===== src/text_console_writer_top_assert.svh =====
// ---------------------------------------------------------------------------
// Assertion macros used by the text console writer sequencer (tcw_seq)
// ---------------------------------------------------------------------------
`ifndef TEXT_CONSOLE_WRITER_TOP_ASSERT_SVH
`define TEXT_CONSOLE_WRITER_TOP_ASSERT_SVH

// Same-cycle implication, checked out of reset.
`define TCW_ASSERT_NOW(lbl, ante, cons, msg) \
  lbl: assert property (@(posedge clk) disable iff (rst) (ante) |-> (cons)) \
    else $error(msg);

// Next-cycle implication, checked out of reset.
`define TCW_ASSERT_NEXT(lbl, ante, cons, msg) \
  lbl: assert property (@(posedge clk) disable iff (rst) (ante) |=> (cons)) \
    else $error(msg);

`endif


===== src/tcw_pkg.sv =====
`timescale 1ns / 1ps
// ---------------------------------------------------------------------------
// tcw_pkg
// Types and constants of the text console writer.
// ---------------------------------------------------------------------------
package tcw_pkg;

  localparam int CELL_W = 16;

  localparam logic [7:0] BLANK_CHAR  = 8'h20;
  localparam logic [7:0] RESET_ATTR  = 8'h07;
  localparam logic [7:0] CH_RETURN   = 8'd13;
  localparam logic [7:0] CH_BACKSPACE = 8'd8;
  localparam logic [7:0] CH_LINEFEED = 8'd10;

  localparam logic REG_TEXT_ATTR  = 1'b0;
  localparam logic REG_CURSOR_EN  = 1'b1;

  typedef enum logic [1:0] {
    CMD_PUT   = 2'd0,
    CMD_GOTO  = 2'd1,
    CMD_CLEAR = 2'd2,
    CMD_READ  = 2'd3
  } tcw_cmd_t;

  typedef struct packed {
    logic [5:0] row_req;
    logic [6:0] col_req;
    logic [7:0] char_code;
    tcw_cmd_t   cmd;
  } tcw_item_t;

  typedef struct packed {
    logic [CELL_W-1:0] rd_cell;
    logic [12:0]       cursor_linear;
    logic [5:0]        cursor_row;
    logic [6:0]        cursor_col;
  } tcw_result_t;

endpackage


===== src/tcw_seq.sv =====
`timescale 1ns / 1ps
// ---------------------------------------------------------------------------
// tcw_seq
// Command sequencer: cursor, put/goto/read, and the fill and scroll sweeps.
// ---------------------------------------------------------------------------
`include "text_console_writer_top_assert.svh"

module tcw_seq #(
  parameter int COLS = 80,
  parameter int ROWS = 25,
  localparam int AW = $clog2(COLS * ROWS)
) (
  input  logic                       clk,
  input  logic                       rst,
  input  logic                       in_valid,
  output logic                       in_ready,
  input  tcw_pkg::tcw_item_t         item,
  input  logic [7:0]                 text_attr,
  output logic                       res_valid,
  input  logic                       out_free,
  output tcw_pkg::tcw_result_t       res,
  output logic                       mem_we,
  output logic [AW-1:0]              mem_waddr,
  output logic [tcw_pkg::CELL_W-1:0] mem_wdata,
  output logic                       mem_re,
  output logic [AW-1:0]              mem_raddr,
  input  logic [tcw_pkg::CELL_W-1:0] mem_rdata
);

  localparam int CELLS = COLS * ROWS;
  localparam int CW    = $clog2(COLS);
  localparam int RW    = $clog2(ROWS);
  localparam int CW1   = CW + 1;
  localparam int RW1   = RW + 1;
  localparam logic [CW:0]   COL_LIM    = CW1'(COLS);
  localparam logic [RW:0]   ROW_LIM    = RW1'(ROWS);
  localparam logic [RW-1:0] LAST_ROW   = RW'(ROWS - 1);
  localparam logic [AW-1:0] COLS_A     = AW'(COLS);
  localparam logic [AW-1:0] LAST_CELL  = AW'(CELLS - 1);
  localparam logic [AW-1:0] SCROLL_END = AW'(CELLS - COLS);

  typedef enum logic [2:0] {
    S_FILL,
    S_IDLE,
    S_EXEC,
    S_SCROLL,
    S_RESP
  } state_t;

  state_t             state;
  logic [CW-1:0]      cur_col;
  logic [RW-1:0]      cur_row;
  logic [AW-1:0]      cur_lin;
  logic [AW-1:0]      idx;
  logic [7:0]         fill_attr;
  logic               fill_resp;
  tcw_pkg::tcw_item_t item_q;
  logic               pend_we;
  logic [AW-1:0]      pend_addr;
  logic               pend_mem;
  logic               rd_ok;

  logic [CW:0]   pc;
  logic [RW:0]   pr;
  logic          scroll_need;
  logic          printable;
  logic          col_ok;
  logic          row_ok;
  logic [AW-1:0] rd_addr;
  logic [CW-1:0] col_next;
  logic [RW-1:0] row_next;
  logic [AW-1:0] lin_next;

  // Cursor step for put
  always_comb begin
    pc        = {1'b0, cur_col};
    pr        = {1'b0, cur_row};
    printable = 1'b0;
    case (item_q.char_code)
      tcw_pkg::CH_RETURN: begin
        pc = '0;
      end
      tcw_pkg::CH_BACKSPACE: begin
        if (cur_col != '0) begin
          pc = pc - CW1'(1);
        end
      end
      tcw_pkg::CH_LINEFEED: begin
        pc = '0;
        pr = pr + RW1'(1);
      end
      default: begin
        printable = 1'b1;
        pc        = pc + CW1'(1);
      end
    endcase
    if (pc >= COL_LIM) begin
      pc = '0;
      pr = pr + RW1'(1);
    end
    scroll_need = (pr >= ROW_LIM);
  end

  assign col_ok  = ({1'b0, item_q.col_req} < 8'(COLS));
  assign row_ok  = ({1'b0, item_q.row_req} < 7'(ROWS));
  assign rd_addr = AW'(item_q.row_req) * COLS_A + AW'(item_q.col_req);

  always_comb begin
    col_next = cur_col;
    row_next = cur_row;
    case (item_q.cmd)
      tcw_pkg::CMD_PUT: begin
        col_next = pc[CW-1:0];
        row_next = scroll_need ? LAST_ROW : pr[RW-1:0];
      end
      tcw_pkg::CMD_GOTO: begin
        if (col_ok) begin
          col_next = CW'(item_q.col_req);
        end
        if (row_ok) begin
          row_next = RW'(item_q.row_req);
        end
      end
      tcw_pkg::CMD_CLEAR: begin
        col_next = '0;
        row_next = '0;
      end
      default: begin
        col_next = cur_col;
        row_next = cur_row;
      end
    endcase
    lin_next = AW'(row_next) * COLS_A + AW'(col_next);
  end

  // Memory port
  always_comb begin
    mem_we    = pend_we;
    mem_waddr = pend_addr;
    mem_wdata = pend_mem ? mem_rdata : {fill_attr, tcw_pkg::BLANK_CHAR};
    if (state == S_FILL) begin
      mem_we    = 1'b1;
      mem_waddr = idx;
      mem_wdata = {fill_attr, tcw_pkg::BLANK_CHAR};
    end else if (state == S_EXEC && item_q.cmd == tcw_pkg::CMD_PUT && printable) begin
      mem_we    = 1'b1;
      mem_waddr = cur_lin;
      mem_wdata = {text_attr, item_q.char_code};
    end
  end

  always_comb begin
    mem_re    = 1'b0;
    mem_raddr = rd_addr;
    if (state == S_SCROLL) begin
      mem_re    = (idx < SCROLL_END);
      mem_raddr = idx + COLS_A;
    end else if (state == S_EXEC) begin
      mem_re    = (item_q.cmd == tcw_pkg::CMD_READ) && col_ok && row_ok;
    end
  end

  assign in_ready  = (state == S_IDLE);
  assign res_valid = (state == S_RESP);

  always_comb begin
    res.cursor_col    = 7'(cur_col);
    res.cursor_row    = 6'(cur_row);
    res.cursor_linear = 13'(cur_lin);
    res.rd_cell       = rd_ok ? mem_rdata : '0;
  end

  always_ff @(posedge clk) begin
    if (rst) begin
      state     <= S_FILL;
      idx       <= '0;
      fill_attr <= tcw_pkg::RESET_ATTR;
      fill_resp <= 1'b0;
      cur_col   <= '0;
      cur_row   <= '0;
      cur_lin   <= '0;
      pend_we   <= 1'b0;
      pend_addr <= '0;
      pend_mem  <= 1'b0;
      rd_ok     <= 1'b0;
    end else begin
      pend_we <= 1'b0;
      case (state)
        S_FILL: begin
          if (idx == LAST_CELL) begin
            idx   <= '0;
            state <= fill_resp ? S_RESP : S_IDLE;
          end else begin
            idx <= idx + AW'(1);
          end
        end
        S_IDLE: begin
          if (in_valid) begin
            item_q <= item;
            state  <= S_EXEC;
          end
        end
        S_EXEC: begin
          cur_col <= col_next;
          cur_row <= row_next;
          cur_lin <= lin_next;
          rd_ok   <= (item_q.cmd == tcw_pkg::CMD_READ) && col_ok && row_ok;
          idx     <= '0;
          state   <= S_RESP;
          if (item_q.cmd == tcw_pkg::CMD_PUT && scroll_need) begin
            fill_attr <= text_attr;
            state     <= S_SCROLL;
          end else if (item_q.cmd == tcw_pkg::CMD_CLEAR) begin
            fill_attr <= text_attr;
            fill_resp <= 1'b1;
            state     <= S_FILL;
          end
        end
        S_SCROLL: begin
          // The write is registered behind its read, in pend_we, pend_addr and pend_mem
          pend_we   <= 1'b1;
          pend_addr <= idx;
          pend_mem  <= (idx < SCROLL_END);
          if (idx == LAST_CELL) begin
            idx   <= '0;
            state <= S_RESP;
          end else begin
            idx <= idx + AW'(1);
          end
        end
        S_RESP: begin
          if (out_free) begin
            state <= S_IDLE;
          end
        end
        default: begin
          state <= S_IDLE;
        end
      endcase
    end
  end

  `TCW_ASSERT_NOW(a_cursor_range, 1'b1, ({1'b0, cur_col} < COL_LIM) && ({1'b0, cur_row} < ROW_LIM), "cursor out of range")
  `TCW_ASSERT_NOW(a_linear_match, state == S_IDLE, cur_lin == AW'(cur_row) * COLS_A + AW'(cur_col), "cursor linear mismatch")
  `TCW_ASSERT_NOW(a_no_rw_clash, mem_we && mem_re, mem_waddr != mem_raddr, "read and write hit the same cell")
  `TCW_ASSERT_NEXT(a_scroll_drain, state == S_SCROLL && idx == LAST_CELL, pend_we && state == S_RESP, "scroll tail write lost")

endmodule


===== config.mk =====
export PLATFORM = sky130hd
export DESIGN_NAME = tcw_seq
export DESIGN_NICKNAME = d
export VERILOG_FILES = /design/src/tcw_pkg.sv /design/src/tcw_seq.sv
export VERILOG_INCLUDE_DIRS = /design/src /design/src/src
export SDC_FILE = /design/constraint.sdc
export NUM_CORES = 1
export LEC_CHECK = 0
export ABC_AREA = 1
export BUFFER_PORTS_ARGS = -buffer_cell sky130_fd_sc_hd__buf_2
export CAP_MARGIN = 20
export CORE_UTILIZATION = 40
export DETAILED_ROUTE_END_ITERATION = 12
export SETUP_SLACK_MARGIN = 0.02
export SLEW_MARGIN = 20
export SYNTH_ARGS = -nofsm -noshare
export SYNTH_HDL_FRONTEND = slang
export SYNTH_SLANG_ARGS = --single-unit
export TNS_END_PERCENT = 10

===== constraint.sdc =====
create_clock -name clk -period 11.5 [get_ports clk]
set_input_delay 2.3 -clock clk [delete_from_list [all_inputs] [get_ports clk]]
set_output_delay 2.3 -clock clk [all_outputs]
set_load 0.02 [all_outputs]

======== After elaboration in Yosys (flattened, before gate mapping) ========
Index checks and enable logic that the tools add are counted.
word-level totals
  register bits after elaboration ......... 83
  input port bits ......................... 51
  output and inout port bits .............. 84
  logic and storage cells ................. 99
operators by class
  $add $sub $neg .......................... 8
  multiply operators ...................... 2
  order comparisons ....................... 5
  eq/ne operators ......................... 15
  muxes and demuxes ....................... 35
  bitwise gates (word level) .............. 2
  reductions and logical operators ........ 17
operators by type and width
  kind                                                                                 count
  16-bit two-way mux                                                                   4
  11-bit two-way mux                                                                   4
  8-bit by 4-bit == test with 1-bit output, second input constant                      3
  8-bit two-way mux                                                                    3
  11-bit by 7-bit adder with 11-bit output                                             2
  11-bit one-hot mux with 2 select lines                                               1
  3-bit two-way mux                                                                    7
  7-bit one-hot mux with 3 select lines                                                1
  8-bit one-hot mux with 2 select lines                                                1
  3-bit one-hot mux with 5 select lines                                                1
  5-bit one-hot mux with 3 select lines                                                1
  7-bit two-way mux                                                                    2
  6-bit two-way mux                                                                    2
  11-bit by 1-bit adder with 11-bit output, second input constant                      1
  11-bit by 7-bit adder with 11-bit output, second input constant                      1
  11-bit == test, second input constant                                                1
  11-bit less-than comparator, second input constant                                   1
  5-bit two-way mux                                                                    2
  7-bit by 1-bit adder with 8-bit output, second input constant                        1
  8-bit by 7-bit greater-or-equal comparator with 1-bit output, second input constant  1
  7-bit by 1-bit subtractor with 8-bit output, second input constant                   1
  7-bit less-than comparator, second input constant                                    1
  5-bit by 3-bit multiplier with 7-bit output, second input constant                   1
  6-bit by 3-bit multiplier with 7-bit output, second input constant                   1
  other kinds (23)                                                                     40

======== Depth between registers and ports, before layout ========
  word-level depth ........................ 10
  gate-level depth with buffers ........... 35
  mapped depth without buffers ............ 35

======== Least setup slack after synthesis ========
Ideal clock, no wire load.
  path kind ............................... input-to-output
  start ................................... in mem_rdata[0] in the netlist's numbering
  end ..................................... out mem_wdata[0] in the netlist's numbering
  data arrival time ....................... 2.884 ns
  required time ........................... 9.200 ns
  setup slack ............................. 6.316 ns
  stages on the path ...................... 2
  path buffers ............................ 0
  cells stage by stage .................... a21oi_1 a211oi_1
between the ends
  cells in the longest elaborated chain, start to end .. 3
RTL lines
  element             line            text
  from (decl)         tcw_seq.sv:27   input logic [tcw_pkg::CELL_W-1:0] mem_rdata
  16-bit two-way mux  tcw_seq.sv:140  mem_wdata = pend_mem ? mem_rdata : {fill_attr, tcw_pkg::BLANK_CHAR};
  16-bit two-way mux  tcw_seq.sv:145  end else if (state == S_EXEC && item_q.cmd == tcw_pkg::CMD_PUT && printable) begin
  16-bit two-way mux  tcw_seq.sv:141  if (state == S_FILL) begin
  to (decl)           tcw_seq.sv:24   output logic [tcw_pkg::CELL_W-1:0] mem_wdata,
Every way passes these cells.

======== Worst setup path in the final report ========
  start ................................... reg state[2]
  end ..................................... out mem_waddr[9]
between the ends
  cells in the longest elaborated chain, start to end .. 5
  elaborated cells between the ends (all ways) .. 6
  those cells by class .................... 1 x eq/ne; 2 x mux; 3 x reduce/logical
RTL lines
  element                                   line            text
  from (decl)                               tcw_seq.sv:50   state_t state;
  from (signal assigned)                    tcw_seq.sv:192  state <= fill_resp ? S_RESP : S_IDLE;
  3-bit by 2-bit == test with 1-bit output  tcw_seq.sv:145
  1-bit logical AND (2 in series)           tcw_seq.sv:145
  11-bit two-way mux                        tcw_seq.sv:145
  11-bit two-way mux (*)                    tcw_seq.sv:141
  to (decl)                                 tcw_seq.sv:23   output logic [AW-1:0] mem_waddr,
Mark *: on every way between the ends. The rest lies on a longest branch, timed or not.

==> impl_metrics.yaml <==
outcome:
  outcome: "finished, final reports clean"
grt:
  met3_usage_pct: 4.88
  grt_pass1_vias: 5371
  busiest_layer: "met2"
  grt_overflow: 0
  grt_max_degree: 39
  met1_usage_pct: 30.6
  gr-usage-met2_pct: 38.9
  grt_pass1_wl_um: 26900
  antenna_found_initial: 0
  gr-usage-all-layers_pct: 23.5
setup_path:
  cp.required_ns: 9.20
  worst_setup_path_start_kind: "flop"
  worst-path-stages: 10
  crit_top_cell: "a21oi_1"
  ff2ff_path_depth: 31
  critical_path.top_delay_family: "buffers and inverters"
  cpPeakStageDelay_ns: 0.65
  cp.arrival_ns: 3.37
  crit_buf_inv: 5
  crit_chain: "nor3_2 -> buf_4 -> clkinv_1 -> nor2_2 -> inv_1 -> buf_16 -> o21ai_0 -> a21oi_1 -> a21oi_1 -> buf_2"
  rrSetupSlack_ns: 6.97
  critical_path_class: "reg2out"
  slowest_stage: "nor2_2"
  crit_fanout: 29
  cp-end-kind: "output port"
  rr_endpoint: "cur_lin[10]"
clock_network:
  cts_resized: 0
  cts_tree: "built"
  cts.htree.levels: 3
  postCtsSetupBuffers: 0
  numCtsBuffers: 9
  cts.path.max_buffers: 2
  path_clk_slew_ns: 0.06
  clock-sinks: 79
  cts_hold_buffers: 0
  clk_latency_ns: 0.35
  cts_root_buf: "clkbuf_16"
synthesis:
  synth_area_per_cell_um2: 6.88
  seq_area_frac_synth_pct: 31.2
  ys_ff_latch: 79
  yosys.area.top_type: "dfxtp_1"
  synth_cells: 844
  ys_types: 46
  synth_edf_count: 23
  synth_flop_cell: "dfxtp_1"
  yosysWarnings: 0
  ys_async_sr_fraction_pct: 0
  synth_area_um2: 5810
  synth_top_cell_area_share_pct: 19.3
  synth_area_leaders: "dfxtp_1 (19%), edfxtp_1 (12%), nand2_1 (11%), inv_1 (7.6%), o21ai_0 (7.2%)"
placement:
  dpl-instance-area_um2: 6560
  dpl.hpwl_um: 13000
  place.gp.congestion: 0.887
  dp_cells: 1124
  port_buffers: 131
routing:
  antenna_left: 0
  drtIter0Drc: 368
  drtPass1Iterations: 5
  via_per_inst: 5.08
  routed_wl_um: 16900
  drc: 0
  wl_per_cell_um: 14.8
  via_count: 5797
layout:
  fillers: 1436
  final_common_cell: "nand2_1"
  n_antenna_cell: 0
  ff_latch_area_um2: 1810
  fin_util_pct: 48.8
  multi_input_area_um2: 3340
  final_cell_mix: "nand2_1 (167), buf_2 (131), inv_1 (118)"
  nNetsFinal: 1038
  area_delta_synth_final_pct: 18.1
  layout.cells.non_filler: 1141
  drive_above_1_share_pct: 20.6
  fin_area_um2: 6850
worst_hold_path:
  min-delay-start: "pend_addr[1]"
  min_to: "pend_addr[1]"
  hold_depth: 2
  worst_hold_path_type: "reg2reg"
sta:
  clock.fmax_ghz: 0.177
  hold_violations: 0
  max-slew-margin-rel_pct: 36.7
  setup_violations: 0
  slew_violations: 0
  finClkSkew_ns: 0.00893
  final.min_clock_period_ns: 5.67
  rsz0062_at_grt: "no"
  fin_crit_sh_pct: 49.3
  tns_ns: 0
  tightest_slew_ns: 0.949
die:
  num_rows: 43
  start_util_pct: 41.3
  die-area_um2: 15000
  die_h_um: 122
  ioPinCount: 135
  core_area_um2: 14000
  die_width_um: 122
power:
  powerDensity_nw_per_um2: 106
  p_total_uw: 725
  vdd_drop_max_v: 0.0000948
  p_leak_uw: 0.00333
job:
  cap_violations: 0
==> worst max-delay path by stage <==
stage,startpoint,endpoint,slack (ns)
after global routing,state[2],mem_waddr[7],5.43
after floorplan,mem_rdata[0],mem_wdata[0],6.32
final,state[2],mem_waddr[9],5.83
after detailed placement,state[2],mem_waddr[7],5.88
after global placement,state[2],mem_waddr[9],5.92
after CTS,state[2],mem_waddr[7],5.49
==> sequential cells by signal, indices dropped and copies added (netlist names), named ones only <==
register	count
idx	11
item_q	23
cur_col	3
pend_addr	11
state	3
pend_mem	1
cur_row	5
fill_attr	8
pend_we	1
fill_resp	1
cur_lin	7
rd_ok	1
==> report_power, final <==
group	internal (uW)	switching, uW	leakage (uW)
sequential	295	9.44	0.000659
clock	145	115	0.000132
combinational	51.4	108	0.00254
==> stage by stage <==
stage                     hold slack, ns  setup WS (ns)
after global routing               0.480           5.43
after floorplan                    0.429           6.32
after detailed placement           0.454           5.88
after CTS                          0.466           5.49
final                              0.465           5.83
after global placement             0.440           5.92
==> worst register-to-register path: cells and delay by family (launching register included) <==
kind / cells / cell delay (ns)
compound gates: 1 / 0.25
xor+xnor: 1 / 0.19
flops: 1 / 0.46
fa+ha+maj: 4 / 1.15
simple gates: 18 / 1.64
buf+inv: 7 / 0.69
==> cell families after synthesis <==
family | after synthesis | synth area share [%]
and+or+nand+nor | 330 | 26.1
AOI/OAI and AO/OA | 215 | 20.7
buffers and inverters | 167 | 11.5
DFF | 79 | 31.2
adders and majority gates | 31 | 7.20
xor gates and xnor gates | 21 | 3.17
other | 1 | 0.0646
==> synth_stat cells, types with 3 or more instances <==
library cell and n:
dfxtp_1 56, inv_1 118, nand2_1 167, a21oi_1 74
ha_1 27, buf_4 7, o21ai_1 7, nand4_1 8
inv_2 6, edfxtp_1 23, o211ai_1 23, nand2_4 3
clkinv_1 4, clkbuf_1 29, nand3_1 43, nor2_1 64
a31oi_1 7, nand2_2 7, nor2_4 4, o21ai_0 83
xnor2_1 5, nor2_2 16, nor3_1 9, fa_1 4
xor2_1 16, a211oi_1 7
==> routing by layer <==
layer	routed length, um	up-vias
met5	0	-
met4	296	0
met3	1130	17
met2	7620	196
met1	7850	2574
li1	-	3010
==> final cells by class <==
| cell class | instances | share of cell area [%] |
|---|---|---|
| multi-input combinational | 600 | 48.7 |
| sequential | 79 | 26.4 |
| timing repair buffer | 137 | 10.5 |
| inverter | 129 | 7.17 |
| clock buffer | 10 | 3.34 |
| tap | 180 | 3.29 |
| clock inverter | 6 | 0.529 |
Note: power is estimated with default switching activity, not from simulation.
